**src/hdl/assert_macros.svh**
```systemverilog
// Assertion macros used by the allocator's top-level RTL file.
`ifndef ASSERT_MACROS_SVH
`define ASSERT_MACROS_SVH

`ifndef ASSERT_OFF

// Condition must hold at every rising clock edge outside reset
`define ASSERT_HOLDS(label, clk, rst_n, expr, msg) \
    label: assert property (@(posedge clk) disable iff (!(rst_n)) (expr)) \
        else $error(msg);

// Consequent must hold whenever the antecedent does
`define ASSERT_IMPLIES(label, clk, rst_n, ante, cons, msg) \
    label: assert property (@(posedge clk) disable iff (!(rst_n)) (ante) |-> (cons)) \
        else $error(msg);

`else

`define ASSERT_HOLDS(label, clk, rst_n, expr, msg)
`define ASSERT_IMPLIES(label, clk, rst_n, ante, cons, msg)

`endif

`endif

```
**src/hdl/nfba_pkg.sv**
```systemverilog
// Shared types and constants of the next-fit identifier allocator.
package nfba_pkg;

    // Bitmap word geometry
    localparam int WORD_W  = 32;
    localparam int BIT_W   = 5;
    localparam int ID_OUT_W = 8;

    // Operation codes carried in tuser
    localparam logic OP_ALLOC = 1'b0;
    localparam logic OP_FREE  = 1'b1;

    // Controller states, one-hot
    typedef enum logic [4:0] {
        S_CLEAR = 5'b00001,
        S_IDLE  = 5'b00010,
        S_SCAN  = 5'b00100,
        S_FREE  = 5'b01000,
        S_DONE  = 5'b10000
    } t_state;

    // Outcome of searching one bitmap word
    typedef struct packed {
        logic              found;
        logic [BIT_W-1:0]  idx;
        logic [WORD_W-1:0] marked;
    } t_scan_res;

endpackage

```
**src/hdl/nfba_ram.sv**
```systemverilog
// Generic single-port-write, registered-read RAM.
module nfba_ram #(
    parameter int WIDTH = 32,
    parameter int DEPTH = 8,
    localparam int AW   = (DEPTH > 1) ? $clog2(DEPTH) : 1
) (
    input  logic             i_clk,
    input  logic             i_we,
    input  logic [AW-1:0]    i_waddr,
    input  logic [WIDTH-1:0] i_wdata,
    input  logic [AW-1:0]    i_raddr,
    output logic [WIDTH-1:0] o_rdata
);

    logic [WIDTH-1:0] r_mem [DEPTH];
    logic [WIDTH-1:0] r_rdata;

    // Write port
    always_ff @(posedge i_clk) begin
        if (i_we) begin
            r_mem[i_waddr] <= i_wdata;
        end
    end

    // Registered read, old data on a same-address collision
    always_ff @(posedge i_clk) begin
        r_rdata <= r_mem[i_raddr];
    end

    assign o_rdata = r_rdata;

endmodule

```
**src/hdl/nfba_scan.sv**
```systemverilog
// Lowest-free-bit search over one bitmap word.
module nfba_scan (
    input  logic [nfba_pkg::WORD_W-1:0] i_word,
    input  logic [nfba_pkg::WORD_W-1:0] i_mask,
    output nfba_pkg::t_scan_res         o_res
);

    logic [nfba_pkg::WORD_W-1:0] free_bits;
    logic [nfba_pkg::WORD_W-1:0] lowest;
    logic [nfba_pkg::BIT_W-1:0]  idx;

    // Isolate the lowest clear bit inside the window
    assign free_bits = ~i_word & i_mask;
    assign lowest    = free_bits & (~free_bits + nfba_pkg::WORD_W'(1));

    // Encode the one-hot position; each output bit is an OR over independent taps
    always_comb begin
        idx = '0;
        for (int b = 0; b < nfba_pkg::WORD_W; b++) begin
            if (lowest[b]) begin
                idx = idx | nfba_pkg::BIT_W'(b);
            end
        end
    end

    assign o_res.found  = |free_bits;
    assign o_res.idx    = idx;
    assign o_res.marked = i_word | lowest;

endmodule

```
**src/hdl/next_fit_bitmap_id_allocator.sv**
```systemverilog
// Top level of the next-fit bitmap identifier allocator.
// Next-fit identifier allocator. The used marks live in a RAM of 32-bit words
// (ceil(NUM_IDS/32) words); a search pointer remembers where the last grant ended.
// After reset a clearing pass writes every word to zero, one word a cycle, and no
// item is taken meanwhile. An allocate reads one word per cycle through the single
// RAM read port from the pointer's word onwards, wrapping, and finishes with the
// low part of the starting word. A free is a read-modify-write of one word; a free
// of an identifier out of range writes nothing. One item is handled at a time;
// the result sits in an output register so the next item can be accepted while
// it waits. Slave side: tuser[0] = kind (0 allocate, 1 free), tdata[7:0] =
// identifier to free. Master side: tuser[0] = granted, tdata[7:0] = identifier
// handed out (zero for a free or a failure).
`include "assert_macros.svh"

module next_fit_bitmap_id_allocator #(
    parameter int NUM_IDS = 256
) (
    input  logic       i_clk,
    input  logic       i_rst_n,
    input  logic       i_s_tvalid,
    output logic       o_s_tready,
    input  logic [7:0] i_s_tdata,   // [7:0] release_id
    input  logic [0:0] i_s_tuser,   // [0] kind
    output logic       o_m_tvalid,
    input  logic       i_m_tready,
    output logic [7:0] o_m_tdata,   // [7:0] given_id
    output logic [0:0] o_m_tuser    // [0] granted
);

    localparam int NW      = (NUM_IDS + nfba_pkg::WORD_W - 1) / nfba_pkg::WORD_W;
    localparam int WAW     = (NW > 1) ? $clog2(NW) : 1;
    localparam int ID_W    = WAW + nfba_pkg::BIT_W;
    localparam int STEP_W  = $clog2(NW + 1);
    localparam int LAST_BITS = NUM_IDS - (NW - 1) * nfba_pkg::WORD_W;
    localparam logic [nfba_pkg::WORD_W-1:0] LAST_MASK =
        nfba_pkg::WORD_W'((64'd1 << LAST_BITS) - 64'd1);

    nfba_pkg::t_state r_state, n_state;
    logic [ID_W-1:0]   r_ptr, n_ptr;
    logic [WAW-1:0]    r_clr, n_clr;
    logic [WAW-1:0]    r_word, n_word;
    logic [STEP_W-1:0] r_step, n_step;
    logic [nfba_pkg::BIT_W-1:0] r_bit, n_bit;
    logic              r_res_granted, n_res_granted;
    logic [7:0]        r_res_id, n_res_id;
    logic              r_out_valid, n_out_valid;
    logic              r_out_granted, n_out_granted;
    logic [7:0]        r_out_id, n_out_id;

    logic                         s_accept;
    logic                         out_free;
    logic                         rel_in_range;
    logic [ID_W+7:0]              rel_ext;
    logic [ID_W+7:0]              id_ext;
    logic [ID_W-1:0]              found_id;
    logic [WAW-1:0]               next_word;
    logic [nfba_pkg::WORD_W-1:0]  hi_mask;
    logic [nfba_pkg::WORD_W-1:0]  win_mask;
    logic                         ram_we;
    logic [WAW-1:0]               ram_waddr;
    logic [nfba_pkg::WORD_W-1:0]  ram_wdata;
    logic [WAW-1:0]               ram_raddr;
    logic [nfba_pkg::WORD_W-1:0]  ram_rdata;
    nfba_pkg::t_scan_res          scan_res;

    // Bitmap store
    nfba_ram #(
        .WIDTH (nfba_pkg::WORD_W),
        .DEPTH (NW)
    ) u_ram (
        .i_clk   (i_clk),
        .i_we    (ram_we),
        .i_waddr (ram_waddr),
        .i_wdata (ram_wdata),
        .i_raddr (ram_raddr),
        .o_rdata (ram_rdata)
    );

    // Search window: from the pointer's bit on the first visit, below it on the last, top word cut to NUM_IDS
    assign hi_mask = ~nfba_pkg::WORD_W'(0) << r_ptr[nfba_pkg::BIT_W-1:0];
    always_comb begin
        win_mask = ~nfba_pkg::WORD_W'(0);
        if (r_step == '0) begin
            win_mask = hi_mask;
        end else if (r_step == STEP_W'(NW)) begin
            win_mask = ~hi_mask;
        end
        if (r_word == WAW'(NW - 1)) begin
            win_mask = win_mask & LAST_MASK;
        end
    end

    nfba_scan u_scan (
        .i_word (ram_rdata),
        .i_mask (win_mask),
        .o_res  (scan_res)
    );

    // Handshake and helpers
    assign o_s_tready   = (r_state == nfba_pkg::S_IDLE);
    assign s_accept     = i_s_tvalid && o_s_tready;
    assign out_free     = !r_out_valid || i_m_tready;
    assign rel_in_range = (32'(i_s_tdata) < NUM_IDS);
    assign rel_ext      = (ID_W + 8)'(i_s_tdata);
    assign found_id     = {r_word, scan_res.idx};
    assign id_ext       = (ID_W + 8)'(found_id);
    assign next_word    = (r_word == WAW'(NW - 1)) ? '0 : r_word + WAW'(1);

    // Controller
    always_comb begin
        n_state       = r_state;
        n_ptr         = r_ptr;
        n_clr         = r_clr;
        n_word        = r_word;
        n_step        = r_step;
        n_bit         = r_bit;
        n_res_granted = r_res_granted;
        n_res_id      = r_res_id;
        n_out_valid   = r_out_valid && !i_m_tready;
        n_out_granted = r_out_granted;
        n_out_id      = r_out_id;
        ram_we        = 1'b0;
        ram_waddr     = r_word;
        ram_wdata     = '0;
        ram_raddr     = r_ptr[ID_W-1:nfba_pkg::BIT_W];

        case (r_state)
            nfba_pkg::S_CLEAR: begin
                ram_we    = 1'b1;
                ram_waddr = r_clr;
                n_clr     = r_clr + WAW'(1);
                if (r_clr == WAW'(NW - 1)) begin
                    n_state = nfba_pkg::S_IDLE;
                end
            end
            nfba_pkg::S_IDLE: begin
                if (s_accept) begin
                    if (i_s_tuser[0] == nfba_pkg::OP_ALLOC) begin
                        n_word  = r_ptr[ID_W-1:nfba_pkg::BIT_W];
                        n_step  = '0;
                        n_state = nfba_pkg::S_SCAN;
                    end else if (rel_in_range) begin
                        ram_raddr = rel_ext[ID_W-1:nfba_pkg::BIT_W];
                        n_word    = rel_ext[ID_W-1:nfba_pkg::BIT_W];
                        n_bit     = rel_ext[nfba_pkg::BIT_W-1:0];
                        n_state   = nfba_pkg::S_FREE;
                    end else begin
                        n_res_granted = 1'b0;
                        n_res_id      = '0;
                        n_state       = nfba_pkg::S_DONE;
                    end
                end
            end
            nfba_pkg::S_SCAN: begin
                ram_raddr = next_word;
                if (scan_res.found) begin
                    ram_we        = 1'b1;
                    ram_waddr     = r_word;
                    ram_wdata     = scan_res.marked;
                    n_ptr         = (found_id == ID_W'(NUM_IDS - 1)) ? '0
                                                                     : found_id + ID_W'(1);
                    n_res_granted = 1'b1;
                    n_res_id      = id_ext[7:0];
                    n_state       = nfba_pkg::S_DONE;
                end else if (r_step == STEP_W'(NW)) begin
                    n_res_granted = 1'b0;
                    n_res_id      = '0;
                    n_state       = nfba_pkg::S_DONE;
                end else begin
                    n_word = next_word;
                    n_step = r_step + STEP_W'(1);
                end
            end
            nfba_pkg::S_FREE: begin
                ram_we        = 1'b1;
                ram_waddr     = r_word;
                ram_wdata     = ram_rdata & ~(nfba_pkg::WORD_W'(1) << r_bit);
                n_res_granted = 1'b1;
                n_res_id      = '0;
                n_state       = nfba_pkg::S_DONE;
            end
            nfba_pkg::S_DONE: begin
                if (out_free) begin
                    n_out_valid   = 1'b1;
                    n_out_granted = r_res_granted;
                    n_out_id      = r_res_id;
                    n_state       = nfba_pkg::S_IDLE;
                end
            end
            default: begin
                n_state = nfba_pkg::S_IDLE;
            end
        endcase
    end

    // Control registers
    always_ff @(posedge i_clk) begin
        if (!i_rst_n) begin
            r_state     <= nfba_pkg::S_CLEAR;
            r_ptr       <= '0;
            r_clr       <= '0;
            r_out_valid <= 1'b0;
        end else begin
            r_state     <= n_state;
            r_ptr       <= n_ptr;
            r_clr       <= n_clr;
            r_out_valid <= n_out_valid;
        end
    end

    // Payload registers
    always_ff @(posedge i_clk) begin
        r_word        <= n_word;
        r_step        <= n_step;
        r_bit         <= n_bit;
        r_res_granted <= n_res_granted;
        r_res_id      <= n_res_id;
        r_out_granted <= n_out_granted;
        r_out_id      <= n_out_id;
    end

    assign o_m_tvalid   = r_out_valid;
    assign o_m_tdata    = r_out_id;
    assign o_m_tuser[0] = r_out_granted;

    // Checks
    `ASSERT_HOLDS(a_ptr_range, i_clk, i_rst_n, (32'(r_ptr) < NUM_IDS), "search pointer out of range")
    `ASSERT_IMPLIES(a_step_bound, i_clk, i_rst_n, (r_state == nfba_pkg::S_SCAN), (32'(r_step) <= NW), "scan ran past the wrap")
    `ASSERT_IMPLIES(a_out_from_done, i_clk, i_rst_n, $rose(r_out_valid), ($past(r_state) == nfba_pkg::S_DONE), "result raised outside completion")
    `ASSERT_IMPLIES(a_ptr_moves_on_grant, i_clk, i_rst_n, (r_ptr != $past(r_ptr)), ($past(r_state) == nfba_pkg::S_SCAN) && r_res_granted, "pointer moved without a grant")

endmodule

```
**config.mk**
```make
export PLATFORM = sky130hd
export DESIGN_NAME = next_fit_bitmap_id_allocator
export DESIGN_NICKNAME = d
export VERILOG_FILES = /design/src/hdl/nfba_pkg.sv /design/src/hdl/nfba_ram.sv /design/src/hdl/nfba_scan.sv /design/src/hdl/next_fit_bitmap_id_allocator.sv
export VERILOG_INCLUDE_DIRS = /design/src /design/src/hdl
export SDC_FILE = /design/constraint.sdc
export NUM_CORES = 1
export LEC_CHECK = 0
export BUFFER_PORTS_ARGS = -buffer_cell sky130_fd_sc_hd__buf_4
export CORE_MARGIN = 2
export CORE_UTILIZATION = 55
export CTS_CLUSTER_DIAMETER = 200
export DETAILED_ROUTE_END_ITERATION = 7
export PLACE_DENSITY = 0.79
export SYNTH_ARGS = -nofsm -noshare
export SYNTH_HDL_FRONTEND = slang
export SYNTH_SLANG_ARGS = --single-unit
```
**constraint.sdc**
```tcl
create_clock -name i_clk -period 6.4 [get_ports i_clk]
set_input_delay 1.28 -clock i_clk [delete_from_list [all_inputs] [get_ports i_clk]]
set_output_delay 1.28 -clock i_clk [all_outputs]
set_load 0.005 [all_outputs]
```
---- Yosys cells after proc, flatten, opt, wreduce, memory -nomap -nowiden ----
Memory sizes are Yosys's and may differ from the RTL's. A register that Yosys moved wholly into a read port is not among the register bits.
Index checks and enable logic that the tools add are counted.
word-level totals
  register bits after elaboration ......... 47
  memory bits (writable) .................. 256
  bits of input ports ..................... 13
  output and inout bits ................... 11
  logic and storage cells ................. 184
  memories kept ........................... 1
cells by class
  $add $sub $neg .......................... 5
  equal/unequal tests ..................... 18
  shift operators ......................... 2
  muxes and demuxes ....................... 121
  bitwise operators ....................... 9
  reduce and logical (&&, ||, !) cells .... 17
memories
  memory       depth  width  rd ports  clocked after Yosys merged registers in  wr ports  line            text
  u_ram.r_mem  8      32     1         1                                        1         nfba_ram.sv:15  logic [WIDTH-1:0] r_mem [DEPTH];
operators by type and width
  kind                   count
  $mux 5                 41
  $mux 32                5
  $not 32->32            4
  $and 32x32->32         3
  $mux 8                 10
  $mux 4                 18
  $pmux 32 s2            1
  $mux 3                 21
  $add 32x1->32 const B  1
  $or 32x32->32          1
  $reduce_or 32->1       1
  $shl 1x5->32 const A   1
  $shl 32x5->32 const A  1
  $pmux 5 s5             1
  $pmux 3 s2             3
  $pmux 8 s2             1
  $mux 1                 15
  $ne 2x2->1 const B     6
  $add 8x1->8 const B    1
  $eq 8x8->1 const B     1
  $pmux 4 s2             1
  $reduce_and 4->1       2
  $add 3x1->3 const B    2
  $eq 3x3->1 const B     2
  21 further kinds       29

---- Logic depth before layout (Yosys ltp) ----
Gate-level depths: netlist of run 1.
  word-level depth ........................ 44
  depth in mapped cells ................... 18
  depth with buffers taken out ............ 15

---- By module ----
A second synthesis of run 1 with hierarchy kept.
unflattened totals
  cell total of the unflattened synthesis .. 964
  area, all modules ....................... 15004.4 µm²
by module, submodules not included
  module                        times used  cells each  area each (µm²)  seq. area each (µm²)
  nfba_ram                      1           415         10466.3          8328.0
  next_fit_bitmap_id_allocator  1           376         3392.0           1241.2
  nfba_scan                     1           173         1146.1           0.0

---- Worst setup path after synthesis of run 1 ----
OpenSTA, ideal clock, no wires.
  path type ............................... reg2reg
  start ................................... register r_step[0]
  end ..................................... memory u_ram.r_mem[3][0], enable pin
  library setup time ...................... 0.421 ns
  data arrival time ....................... 4.227 ns
  data required time ...................... 5.979 ns
  path slack .............................. 1.751 ns
  cell stages (with the launch flop) ...... 17
  buffers on the path ..................... 4
  period minus slack after synthesis ...... 4.649 ns
  cells stage by stage .................... edfxtp_1 > inv_1 > ha_1 > and4bb_2 > buf_2 > a311oi_1 > o211ai_1 > and2_1 > clkbuf_1 > and3_2 > buf_6 > nand2_1 > o21ai_1 > buf_2 > nand2_1 > a22oi_1 > nor2_1
on the way
  longest elaborated chain between the ends .. 11
  elaborated cells between the ends (all ways) .. 12
  classes of those cells .................. eq/ne (1); mux (8); bitwise (1); reduce/logical (2)
RTL lines
  item                            line                                 text
  start: declaration              next_fit_bitmap_id_allocator.sv:42   logic [STEP_W-1:0] r_step, n_step;
  start signal: assignment        next_fit_bitmap_id_allocator.sv:214  r_step <= n_step;
  $eq 4x4->1                      next_fit_bitmap_id_allocator.sv:85   end else if (r_step == STEP_W'(NW)) begin
  $mux 32                         next_fit_bitmap_id_allocator.sv:85
  $mux 32                         next_fit_bitmap_id_allocator.sv:83   if (r_step == '0) begin
  $mux 32 *                       next_fit_bitmap_id_allocator.sv:83
  $and 32x32->32 *                nfba_scan.sv:13                      assign free_bits = ~i_word & i_mask;
  $reduce_or 32->1 *              nfba_scan.sv:26                      assign o_res.found = |free_bits;
  $mux 1 *                        next_fit_bitmap_id_allocator.sv:156  if (scan_res.found) begin
  $mux 1 *                        next_fit_bitmap_id_allocator.sv:127  case (r_state)
  $pmux 1 s2 *                    next_fit_bitmap_id_allocator.sv:127
  $mux 1 *                        nfba_ram.sv:20                       if (i_we) begin
  $mux 1 (implied by the code) *  nfba_ram.sv:21                       r_mem[i_waddr] <= i_wdata;
  end: declaration                nfba_ram.sv:15
Mark *: on every way between the ends. The rest lies on a longest branch, timed or not. The select of a mux whose other input is x is not followed.

---- Worst setup path after layout of run 1 ----
  start ................................... register r_step[0]
  end ..................................... memory u_ram.r_mem[4][2], enable pin
Same word-level chain as after synthesis.

==> metrics.md, run 1 <==
| Metric | Value |
|---|---|
| Status | completed |
| Die Area | 0.02932 mm² |
| Detailed-route DRC error count | 0 |
| DRT Wirelength | 40.19 mm |
| Sequential share of the synthesized area | 62.20% |
| Quantity of gates resized following cts | 0 |
| Setup bufs post-CTS | 0 |
| Mapped Nets | 1487 |
| Antenna Nets Post-Route | 0 |
| Most common cell in the netlist | nand2_1 |
| Pwr Density | 362.3 mW/mm² |
| Synth top area share | 55.83% |
| WP data arrival | 5340 ps |
| Largest net degree at the start of global routing | 89 |
| Die Ht | 171.2 µm |
| Launch point of the worst reg-to-reg path | r_step[0]$_SDFFCE_PN0P_ |
| Diode count | 0 |
| Die X | 171.2 µm |
| Crit share post-route | 80.86% |
| Area Overhead vs Synth | 11.09% |
| Fin. max-slew vios | 0 |
| Post-synth top cells | nand2_1 (351), edfxtp_1 (286), nand3_1 (180), o21ai_0 (93) |
| Fmax | 0.1932 GHz |
| Yosys reg bits | 335 |
| Area leader, netlist | edfxtp_1 |
| CTS tree | built |
| Slew margin rel. | 14.08% |
| Hold Path End | o_m_tdata[0]$_DFFE_PP_ |
| R2R Path End | u_ram.r_mem[4][2]$_DFFE_PP_ |
| Total CTS buffers | 35 |
| Worst Setup Path Type | reg2reg |
| Worst Skew | 34.27 ps |
| Detailed Place HPWL | 25.44 mm |
| Reg2Reg Depth | 13 |
| Vias in the first global route | 10900 |
| Initial DRT Pass Iterations | 5 |
| # IOs | 24 |
| # rows | 61 |
| Area of the core | 0.02763 mm² |
| Vias per cell | 6.272 |
| Share of layout cells above drive strength 1 | 9.177% |
| Clk sinks | 335 |
| Initial antenna violation count | 0 |
| Total via count in the routed design | 11670 |
| Root Buffer | clkbuf_16 |
| Worst Hold Slack | 418.4 ps |
| Hold Path Origin | r_res_id[0]$_SDFFCE_PP0P_ |
| GR Util All Layers | 27.38% |
| Number of nets in the layout | 1475 |
| # Max-Cap Violations | 0 |
| Yosys cell types | 77 |
| R2R Setup Slk | 1230 ps |
| Min cycle time layout | 5175 ps |
| Clock buffer depth | 3 |
| Synthesized area | 0.01538 mm² |
| Initial core utilization | 55.68% |
| Avg Inst Size Synth | 10.49 µm² |
| Hold Vio Cnt, Final | 0 |
| Global-route wire length before repair | 60.98 mm |
| Synth top area cells | edfxtp_1 (56%), nand2_1 (8.6%), dfxtp_1 (6.4%) |
| Synth Flop Type | edfxtp_1 |
| Worst Hold Class | reg2reg |
| RSZ-0062 raised after global routing | no |
| Clock transition at path regs | 60 ps |
| Wire per inst | 21.61 µm |
| CP Capture Type | flop |
| CP Launch Type | flop |
| Slew at the pin with the worst max-slew slack | 1286 ps |
| CP Data Required Time | 6570 ps |
| Port bufs | 23 |
| H-tree depth | 2 |
| Worst skew pair latency | 530 ps |
| Setup violations, final | 0 |
| Min-Delay Path Depth | 0 |
| Hold-fix buffer count after cts | 0 |
| Starting DRT DRC Count | 1183 |
| Yosys warnings | 0 |
| Leak | 6.098 nW |
| Worst IR Drop VDD | 0.3029 mV |
| Total global routing overflow | 0 |
| Worst Setup SP | r_step[0]$_SDFFCE_PN0P_ |
| Post-synth EDFFs | 286 |
| Setup total negative slack | 0 ps |
| Post-synthesis async set-or-reset flop share | 0% |
| Worst-path fanout max | 50 |
| Synth Instances | 1467 |
| Final GP Congestion | 0.9503 |
kinds of logic after synthesis:
| group | after synthesis | share of synthesized area, % |
|---|---|---|
| XOR/XNOR | 12 | 0.6832 |
| buffers and inverters | 113 | 3.034 |
| flip-flops | 335 | 62.20 |
| AND/OR/NAND/NOR | 721 | 21.89 |
| AO/OA/AOI/OAI | 271 | 11.10 |
| adder cells (fa/ha/maj) | 7 | 0.5693 |
| multiplexers | 8 | 0.5206 |
metal layers:
layer  vias up  wire [µm]  track usage, %
met5         -          0               0
met4         0       1294           10.35
met3        94       3228           4.257
met2       545      18930           43.57
met1      5678      16730           38.33
li1       5349          -               -
state kept, by name, indices dropped and copies added (netlist names):
signal / count
u_ram.r_mem: 256
u_ram.o_rdata: 32
o_m_tdata: 8
r_ptr: 8
r_res_id: 8
r_bit: 5
r_state: 5
r_step: 4
r_clr: 3
r_word: 3
o_m_tuser: 1
o_m_tvalid: 1
r_res_granted: 1
cells in the final DEF (no fill, tap or decap), types with 8 or more instances in the layout:
cell | synthesis | routed
nand2_1 | 351 | 351
nand3_1 | 180 | 180
o21ai_0 | 93 | 93
nor2_1 | 69 | 62
clkbuf_16 | 0 | 36
nor3b_1 | 9 | 9
o31ai_1 | 9 | 9
inv_1 | 16 | 16
and3_1 | 9 | 9
nor4_1 | 10 | 10
a31oi_1 | 18 | 18
dfxtp_1 | 49 | 49
buf_4 | 2 | 46
mux2i_1 | 8 | 8
edfxtp_1 | 286 | 286
xnor2_1 | 10 | 10
a21oi_1 | 62 | 61
nor3_1 | 18 | 18
nand3b_1 | 11 | 11
worst max-delay path: stages, from the launching register on:
cell,delay [ps]
edfxtp_1,430
inv_1,100
ha_1,310
nand2b_1,430
o311ai_0,570
o21bai_1,220
nor4_4,550
and3_2,410
nand2_1,270
o21ai_4,220
buf_4,460
a21oi_1,130
a21oi_1,380
nor2b_4,290
through the flow:
step	total power [W]	worst slack, ps	util, %	instance area [µm²]	instances
after floorplan	0.003700	1751	-	15380	1467
after global placement	0.004142	1477	57.67	15930	1796
after detailed placement	0.004179	1336	57.67	15930	1796
after CTS	0.006188	1290	61.86	17090	1860
after global routing	0.006433	825.4	61.86	17090	1860
final	0.006192	1225	61.86	17090	1860
area by class of cell:
class                      instances  area (µm²)
tap                              378       473.0
multi-input combinational       1019        5461
clock inverter                    18       188.9
clock buffer                      46       968.4
inverter                          17       63.81
sequential                       335        9569
fill                            2175       10540
timing repair buffer              47       365.4
power by group:
part	switching (W)	total (W)	internal, W
clock network	0.000822	0.00202	0.00120
registers	0.000238	0.00302	0.00278
logic	0.000799	0.00115	0.000351
total	0.00186	0.00619	0.00433
how the worst max path moves through the flow:
stage               slack (ps)                          end  cells past startpoint
floorplan                 1750  u_ram.r_mem[3][0]$_DFFE_PP_                     16
global placement          1480  u_ram.r_mem[4][7]$_DFFE_PP_                     13
detailed placement        1340  u_ram.r_mem[4][7]$_DFFE_PP_                     13
CTS                       1290  u_ram.r_mem[4][7]$_DFFE_PP_                     13
global route               830  u_ram.r_mem[4][2]$_DFFE_PP_                     13
finish                    1230  u_ram.r_mem[4][2]$_DFFE_PP_                     13
Note: power is estimated with default switching activity, not from simulation.
==> run 2, diff against run 1 <==
Settings changed: ABC_AREA set to 1, PLACE_DENSITY 0.79 to 0.82.
Clock period 6.4 ns to 4.55 ns, I/O delays scaled along.
==> metrics.md, run 2 <==
| Metric | Value |
|---|---|
| # rows | 61 (unchanged) |
| # fillers | 2196 (+0.97%) |
| Share of layout cells above drive strength 1 | 12.08% (+2.9 points) |
| Fin. max-slew vios | 0 (unchanged) |
| Area leader, netlist | edfxtp_1 |
| CP Launch Type | flop |
| Most common cell in the netlist | nor2_1 |
| Synth top area share | 55.38% (-0.45 points) |
| CP Data Required Time | 4690 ps (-1880 ps) |
| Post-synth EDFFs | 286 (unchanged) |
| Number of flip-flops in the largest register | 256 (unchanged) |
| WP data arrival | 4270 ps (-1070 ps) |
| Commonest cells after routing, fill and taps aside | nor2_1 (332), edfxtp_1 (286), nand2_1 (210) |
| Total global routing overflow | 0 (unchanged) |
| Vias per cell | 6.025 (-3.9%) |
| Detailed-route DRC error count | 0 (unchanged) |
| RSZ-0062 raised after global routing | no |
| Worst Setup Path Type | reg2reg |
| Initial DRT Pass Iterations | 6 (+1) |
| Total via count in the routed design | 12060 (+3.4%) |
| Reg with most FFs | u_ram.r_mem |
| Crit share post-route | 90.80% (+9.9 points) |
| Setup violations, final | 0 (unchanged) |
| Initial core utilization | 55.82% (+0.14 points) |
| Leak | 6.645 nW (+9.0%) |
| Wire per inst | 21.12 µm (-2.3%) |
| Area Overhead vs Synth | 11.33% |
| Root Buffer | clkbuf_16 |
| Worst Skew | 20.92 ps (-13.35 ps) |
| Synth Flop Type | edfxtp_1 |
| Vias in the first global route | 11340 (+4.0%) |
| Reg2Reg Depth | 17 (+4) |
| Largest net degree at the start of global routing | 129 (+45%) |
| Launch point of the worst reg-to-reg path | r_step[0]$_SDFFCE_PN0P_ |
| Worst-path fanout max | 36 (-28%) |
| Min cycle time layout | 4132 ps (-1043 ps) |
| Setup bufs post-CTS | 0 (unchanged) |
| Worst Hold Class | reg2reg |
| Synthesized area | 0.01551 mm² (+0.81%) |
| Yosys cell types | 42 (-45%) |
| Hold Vio Cnt, Final | 0 (unchanged) |
| Worst IR Drop VDD | 0.4592 mV (+52%) |
| Yosys reg bits | 335 (unchanged) |
| Clock buffer depth | 3 (unchanged) |
| Detailed Place HPWL | 27.53 mm (+8.2%) |
| Util after Layout | 62.14% (+0.29 points) |
| Fmax | 0.2420 GHz (+25%) |
| Total CTS buffers | 35 (unchanged) |
| Status | completed |
| CP Capture Type | flop |
| Area of the core | 0.02778 mm² (+0.55%) |
| # IOs | 24 (unchanged) |
| H-tree depth | 2 (unchanged) |
| R2R Setup Slk | 420 ps (-810 ps) |
| Most common cell after layout, fill and taps aside | nor2_1 |
| Mapped Nets | 1609 (+8.2%) |
| Slew margin rel. | 17.89% (+3.8 points) |
| Post-synth top cells | nor2_1 (336), edfxtp_1 (286), nand2_1 (211), o21ai_0 (189), inv_1 (111) |
| Hold-fix buffer count after cts | 0 (unchanged) |
| Synth top area cells | edfxtp_1 (55%), nor2_1 (8.1%), dfxtp_1 (6.3%) |
| Die Ht | 171.9 µm (+0.39%) |
| Port bufs | 23 (unchanged) |
| GR Util All Layers | 28.94% (+1.6 points) |
| Setup total negative slack | 0 ps (unchanged) |
| Avg Inst Size Synth | 9.759 µm² (-6.9%) |
| Final GP Congestion | 0.9838 (+3.5%) |
| Global-route wire length before repair | 64.54 mm (+5.8%) |
| Synth Instances | 1589 (+8.3%) |
| Sequential share of the synthesized area | 61.71% (-0.50 points) |
| Starting DRT DRC Count | 1327 (+12%) |
| Die X | 171.9 µm (+0.39%) |
| Die Area | 0.02955 mm² (+0.79%) |
| Worst Setup SP | r_step[0]$_SDFFCE_PN0P_ |
| Post-synthesis async set-or-reset flop share | 0% (unchanged) |
| Pwr Density | 641.3 mW/mm² (+77%) |
| DRT Wirelength | 42.26 mm (+5.1%) |
| Number of nets in the layout | 1618 (+9.7%) |
| Diode count | 0 (unchanged) |
| Quantity of gates resized following cts | 0 (unchanged) |
| Clk sinks | 335 (unchanged) |
| Worst setup path endpoint | u_ram.r_mem[7][23]$_DFFE_PP_ |
| Antenna Nets Post-Route | 0 (unchanged) |
| R2R Path End | u_ram.r_mem[7][23]$_DFFE_PP_ |
| # Max-Cap Violations | 0 (unchanged) |
| CTS tree | built |
| Yosys warnings | 0 (unchanged) |
| Clock transition at path regs | 70 ps (about the same) |
| Worst skew pair latency | 540 ps (about the same) |
| Initial antenna violation count | 0 (unchanged) |
| Slew at the pin with the worst max-slew slack | 1221 ps (-64.64 ps) |
[run 2: kinds of logic (layout without fill, tap and decap cells)]
family	count (synthesis)	in the layout	share of synthesized area, %
fa+ha+maj	7	7	0.5648
mux	3	3	0.1936
flops	335	335	61.71
simple gates	739	739	21.36
compound gates	305	305	10.82
xor+xnor	4	4	0.2260
buf+inv	196	230	5.131
[run 2: stage by stage]
| stage | area [µm²] | setup WS, ps | power [W] | hold slack (ps) | std cells |
|---|---|---|---|---|---|
| floorplan | 15510 | 19.17 | 0.006989 | 400.3 | 1589 |
| global placement | 16110 | 618.4 | 0.008136 | 403.8 | 1939 |
| detailed placement | 16110 | 598.5 | 0.008219 | 410.3 | 1939 |
| CTS | 17260 | 575.9 | 0.01104 | 425.8 | 2001 |
| global route | 17260 | 268.1 | 0.01160 | 425.2 | 2001 |
| finish | 17260 | 418.5 | 0.01107 | 423.9 | 2001 |
[run 2: routing by layer]
| metal | track usage, % | vias to the layer above | part of all wire, % |
|---|---|---|---|
| li1 | - | 5497 | - |
| met1 | 40.92 | 5811 | 41 |
| met2 | 46.18 | 633 | 47 |
| met3 | 3.845 | 116 | 8.7 |
| met4 | 10.78 | 0 | 3.4 |
| met5 | 0 | - | 0 |
[run 2: how the worst min path moves through the flow]
| stage | from | end | slack (ps) | cells past startpoint |
|---|---|---|---|---|
| 2_1_floorplan | r_res_id[0]$_SDFFCE_PP0P_ | o_m_tdata[0]$_DFFE_PP_ | 400 | 0 |
| 3_3_place_gp | r_res_id[2]$_SDFFCE_PP0P_ | o_m_tdata[2]$_DFFE_PP_ | 400 | 0 |
| 3_5_place_dp | r_res_id[7]$_SDFFCE_PP0P_ | o_m_tdata[7]$_DFFE_PP_ | 410 | 0 |
| 4_1_cts | r_res_granted$_DFFE_PP_ | o_m_tuser$_DFFE_PP_ | 430 | 0 |
| 5_1_grt | r_res_granted$_DFFE_PP_ | o_m_tuser$_DFFE_PP_ | 430 | 0 |
| 6_report | r_res_granted$_DFFE_PP_ | o_m_tuser$_DFFE_PP_ | 420 | 0 |
[run 2: power breakdown]
part           leakage [nW]  switching [W]  internal, W
sequential             3.06       0.000395      0.00435
combinational          3.03        0.00262     0.000919
clock                 0.562        0.00119      0.00160
total                  6.64        0.00420      0.00687
[run 2: critical path: stages (launching register included)]
cell      delay, ps
edfxtp_1        440
inv_1            90
ha_1            260
nand2_2         100
nor2_4          360
buf_4           260
nand3_1         130
nand3_2         130
nand2_2         110
nor2_8          170
nand2_2         130
inv_1           120
nand2_1         100
nor2_2          250
nor2_4           50
buf_4           270
o21ai_0         280
o21ai_0         490
[run 2: layout make-up]
cell class | instances | area (µm²) | share of cell area [%]
Clock buffer | 50 | 1032 | 5.979
Clock inverter | 12 | 122.6 | 0.7102
Inverter | 124 | 469.2 | 2.718
Multi-Input combinational cell | 1058 | 5218 | 30.22
Sequential cell | 335 | 9569 | 55.43
Tap cell | 378 | 473.0 | 2.740
Timing Repair Buffer | 44 | 380.4 | 2.203
==> run 3, diff against run 2 <==
Settings changed: BUFFER_PORTS_ARGS -buffer_cell sky130_fd_sc_hd__buf_4 to -buffer_cell sky130_fd_sc_hd__buf_2.
==> metrics.md, run 3 (synthesized netlist as in run 2, its figures left out) <==
| Metric | Value |
|---|---|
| Status | completed |
| Number of nets in the layout | 1620 (+0.12%) |
| Worst-path fanout max | 37 (+2.8%) |
| Quantity of gates resized following cts | 0 (unchanged) |
| GR Util All Layers | 29.43% (+0.49 points) |
| Antenna Nets Post-Route | 0 (unchanged) |
| Fin. max-slew vios | 0 (unchanged) |
| Worst Hold Class | reg2reg |
| Total power | 0.01120 W (+1.1%) |
| Post-Place Worst Slack | 320.2 ps (-278.2 ps) |
| Detailed-route DRC error count | 0 (unchanged) |
| # IOs | 24 (unchanged) |
| Leak | 6.635 nW (-0.14%) |
| Reg with most FFs | u_ram.r_mem |
| Total CTS buffers | 35 (unchanged) |
| Worst Skew | 20.30 ps (-0.6157 ps) |
| Clk sinks | 335 (unchanged) |
| CP Data Required Time | 4710 ps (+20 ps) |
| Die X | 171.9 µm (unchanged) |
| Fmax | 0.2379 GHz (-1.7%) |
| Clock transition at path regs | 70 ps (about the same) |
| CP Launch Type | flop |
| R2R Setup Slk | 350 ps (-70 ps) |
| Reg2Reg Depth | 16 (-1) |
| Routed wl met3 | 3.635 mm (-0.71%) |
| R2R Path End | u_ram.r_mem[3][21]$_DFFE_PP_ |
| Worst Setup Path Type | reg2reg |
| # Max-Cap Violations | 0 (unchanged) |
| Clock buffer depth | 3 (unchanged) |
| H-tree depth | 2 (unchanged) |
| Pwr Density | 649.9 mW/mm² (+1.3%) |
| Worst skew pair latency | 530 ps (about the same) |
| Initial core utilization | 55.82% (unchanged) |
| Die Ht | 171.9 µm (unchanged) |
| Setup total negative slack | 0 ps (unchanged) |
| Hold-fix buffer count after cts | 0 (unchanged) |
| Die Area | 0.02955 mm² (unchanged) |
| Total via count in the routed design | 12020 (-0.32%) |
| Hold Path End | o_m_tuser$_DFFE_PP_ |
| Setup ws final | 346.3 ps (-72.19 ps) |
| DRT Wirelength | 42.87 mm (+1.4%) |
| Area of the core | 0.02778 mm² (unchanged) |
| Share of layout cells above drive strength 1 | 12.17% (+0.093 points) |
| Vias in the first global route | 11440 (+0.87%) |
| Setup bufs post-CTS | 0 (unchanged) |
| Hold Vio Cnt, Final | 0 (unchanged) |
| WP data arrival | 4370 ps (+100 ps) |
| Port bufs | 23 (unchanged) |
| Total global routing overflow | 0 (unchanged) |
| Detailed Place HPWL | 28.53 mm (+3.6%) |
| Final GP Congestion | 1.026 (+4.3%) |
| Hold Path Origin | r_res_granted$_DFFE_PP_ |
| Crit share post-route | 92.39% (+1.6 points) |
| # fillers | 2240 (+2.0%) |
| Commonest cells after routing, fill and taps aside | nor2_1 (332), edfxtp_1 (286), nand2_1 (210) |
| Slew at the pin with the worst max-slew slack | 1084 ps (-137.2 ps) |
| Launch point of the worst reg-to-reg path | r_ptr[4]$_SDFFE_PN0P_ |
| Initial DRT Pass Iterations | 7 (+1) |
| Critical path cell sequence | inv_4, nand2_1, nor2_1, nand3_1, nand3_2, nand2_2, nor2_8, nand2_2, inv_1, nand2_1, nor2_2, nor2_4, nor3_2, or2_2, nor2_4, buf_4 |
| CP Capture Type | flop |
| Min cycle time layout | 4204 ps (+72.19 ps) |
| Worst IR Drop VDD | 0.5748 mV (+25%) |
| Slew margin rel. | 26.97% (+9.1 points) |
| Highest metal used | met4 |
| Root Buffer | clkbuf_16 |
| Vias per cell | 5.995 (-0.51%) |
| Largest net degree at the start of global routing | 104 (-19%) |
| Diode count | 0 (unchanged) |
| Slowest CP cell | nor2_4 |
| CTS tree | built |
| RSZ-0062 raised after global routing | no |
| Count of buffer and inverter cells on the critical path | 3 (-1) |
| Worst path max stage delay | 640 ps (+150 ps) |
| Initial antenna violation count | 0 (unchanged) |
| Starting DRT DRC Count | 1458 (+9.9%) |
| M1 wire length | 17.45 mm (+0.32%) |
| # rows | 61 (unchanged) |
| Global-route wire length before repair | 65.61 mm (+1.7%) |
| Setup violations, final | 0 (unchanged) |
| Area Overhead vs Synth | 11.11% |
| Number of flip-flops in the largest register | 256 (unchanged) |
| Min-Delay Path Depth | 0 (unchanged) |
| Met2 routed WL | 20.20 mm (+2.1%) |
| CP top delay family | simple AND/OR/NAND/NOR gates |
| Wire per inst | 21.38 µm (+1.2%) |
| Most common cell after layout, fill and taps aside | nor2_1 |
-- run 3: cell types whose count changed in the layout (fill, tap and decap cells not counted), moves of 3 or more --
cell       change
bufinv_16      +3
buf_2         +23
buf_4         -21
clkinv_2       +3
clkbuf_8       -8
-- run 3: per-layer routing --
| layer | vias up | GRT usage (%) |
|---|---|---|
| met4 | 0 | 10.92 |
| met5 | - | 0 |
| met1 | 5737 | 40.98 |
| met2 | 648 | 47.84 |
| li1 | 5517 | - |
| met3 | 117 | 3.708 |
-- run 3: stage by stage --
stage / utilization, % / std cells / instance area (µm²) / hold WS (ps)
5_1_grt: 62.02 / 2005 / 17230 / 432.4
2_1_floorplan: - / 1589 / 15510 / 400.3
4_1_cts: 62.00 / 2004 / 17220 / 422.5
6_report: 62.02 / 2005 / 17230 / 419.5
3_3_place_gp: 57.76 / 1940 / 16050 / 400.4
3_5_place_dp: 57.76 / 1940 / 16050 / 408.1
-- run 3: how the worst max path moves through the flow --
stage,depth (start not counted),start,slack [ps],end
global placement,17,r_step[0]$_SDFFCE_PN0P_,460,u_ram.r_mem[3][22]$_DFFE_PP_
CTS,17,r_step[0]$_SDFFCE_PN0P_,320,u_ram.r_mem[3][19]$_DFFE_PP_
global route,17,r_step[0]$_SDFFCE_PN0P_,60,u_ram.r_mem[3][6]$_DFFE_PP_
finish,16,r_ptr[4]$_SDFFE_PN0P_,350,u_ram.r_mem[3][21]$_DFFE_PP_
floorplan,16,r_step[0]$_SDFFCE_PN0P_,20,u_ram.r_mem[2][0]$_DFFE_PP_
detailed placement,17,r_step[0]$_SDFFCE_PN0P_,320,u_ram.r_mem[1][21]$_DFFE_PP_
-- run 3: area by class of cell --
cell class | instances | area (µm²) | area share (%)
clock inverters | 20 | 226.5 | 1.314
inverters | 124 | 469.2 | 2.723
flip-flops and latches | 335 | 9569 | 55.54
well taps | 378 | 473.0 | 2.745
multi-input cells | 1059 | 5224 | 30.32
clock buffers | 44 | 950.9 | 5.519
repair buffers | 45 | 317.8 | 1.844
-- run 3: report_power, final --
part / total (W) / internal (W) / switching [W]
clock network: 0.00291 / 0.00168 / 0.00122
registers: 0.00473 / 0.00435 / 0.000381
logic: 0.00356 / 0.000913 / 0.00265
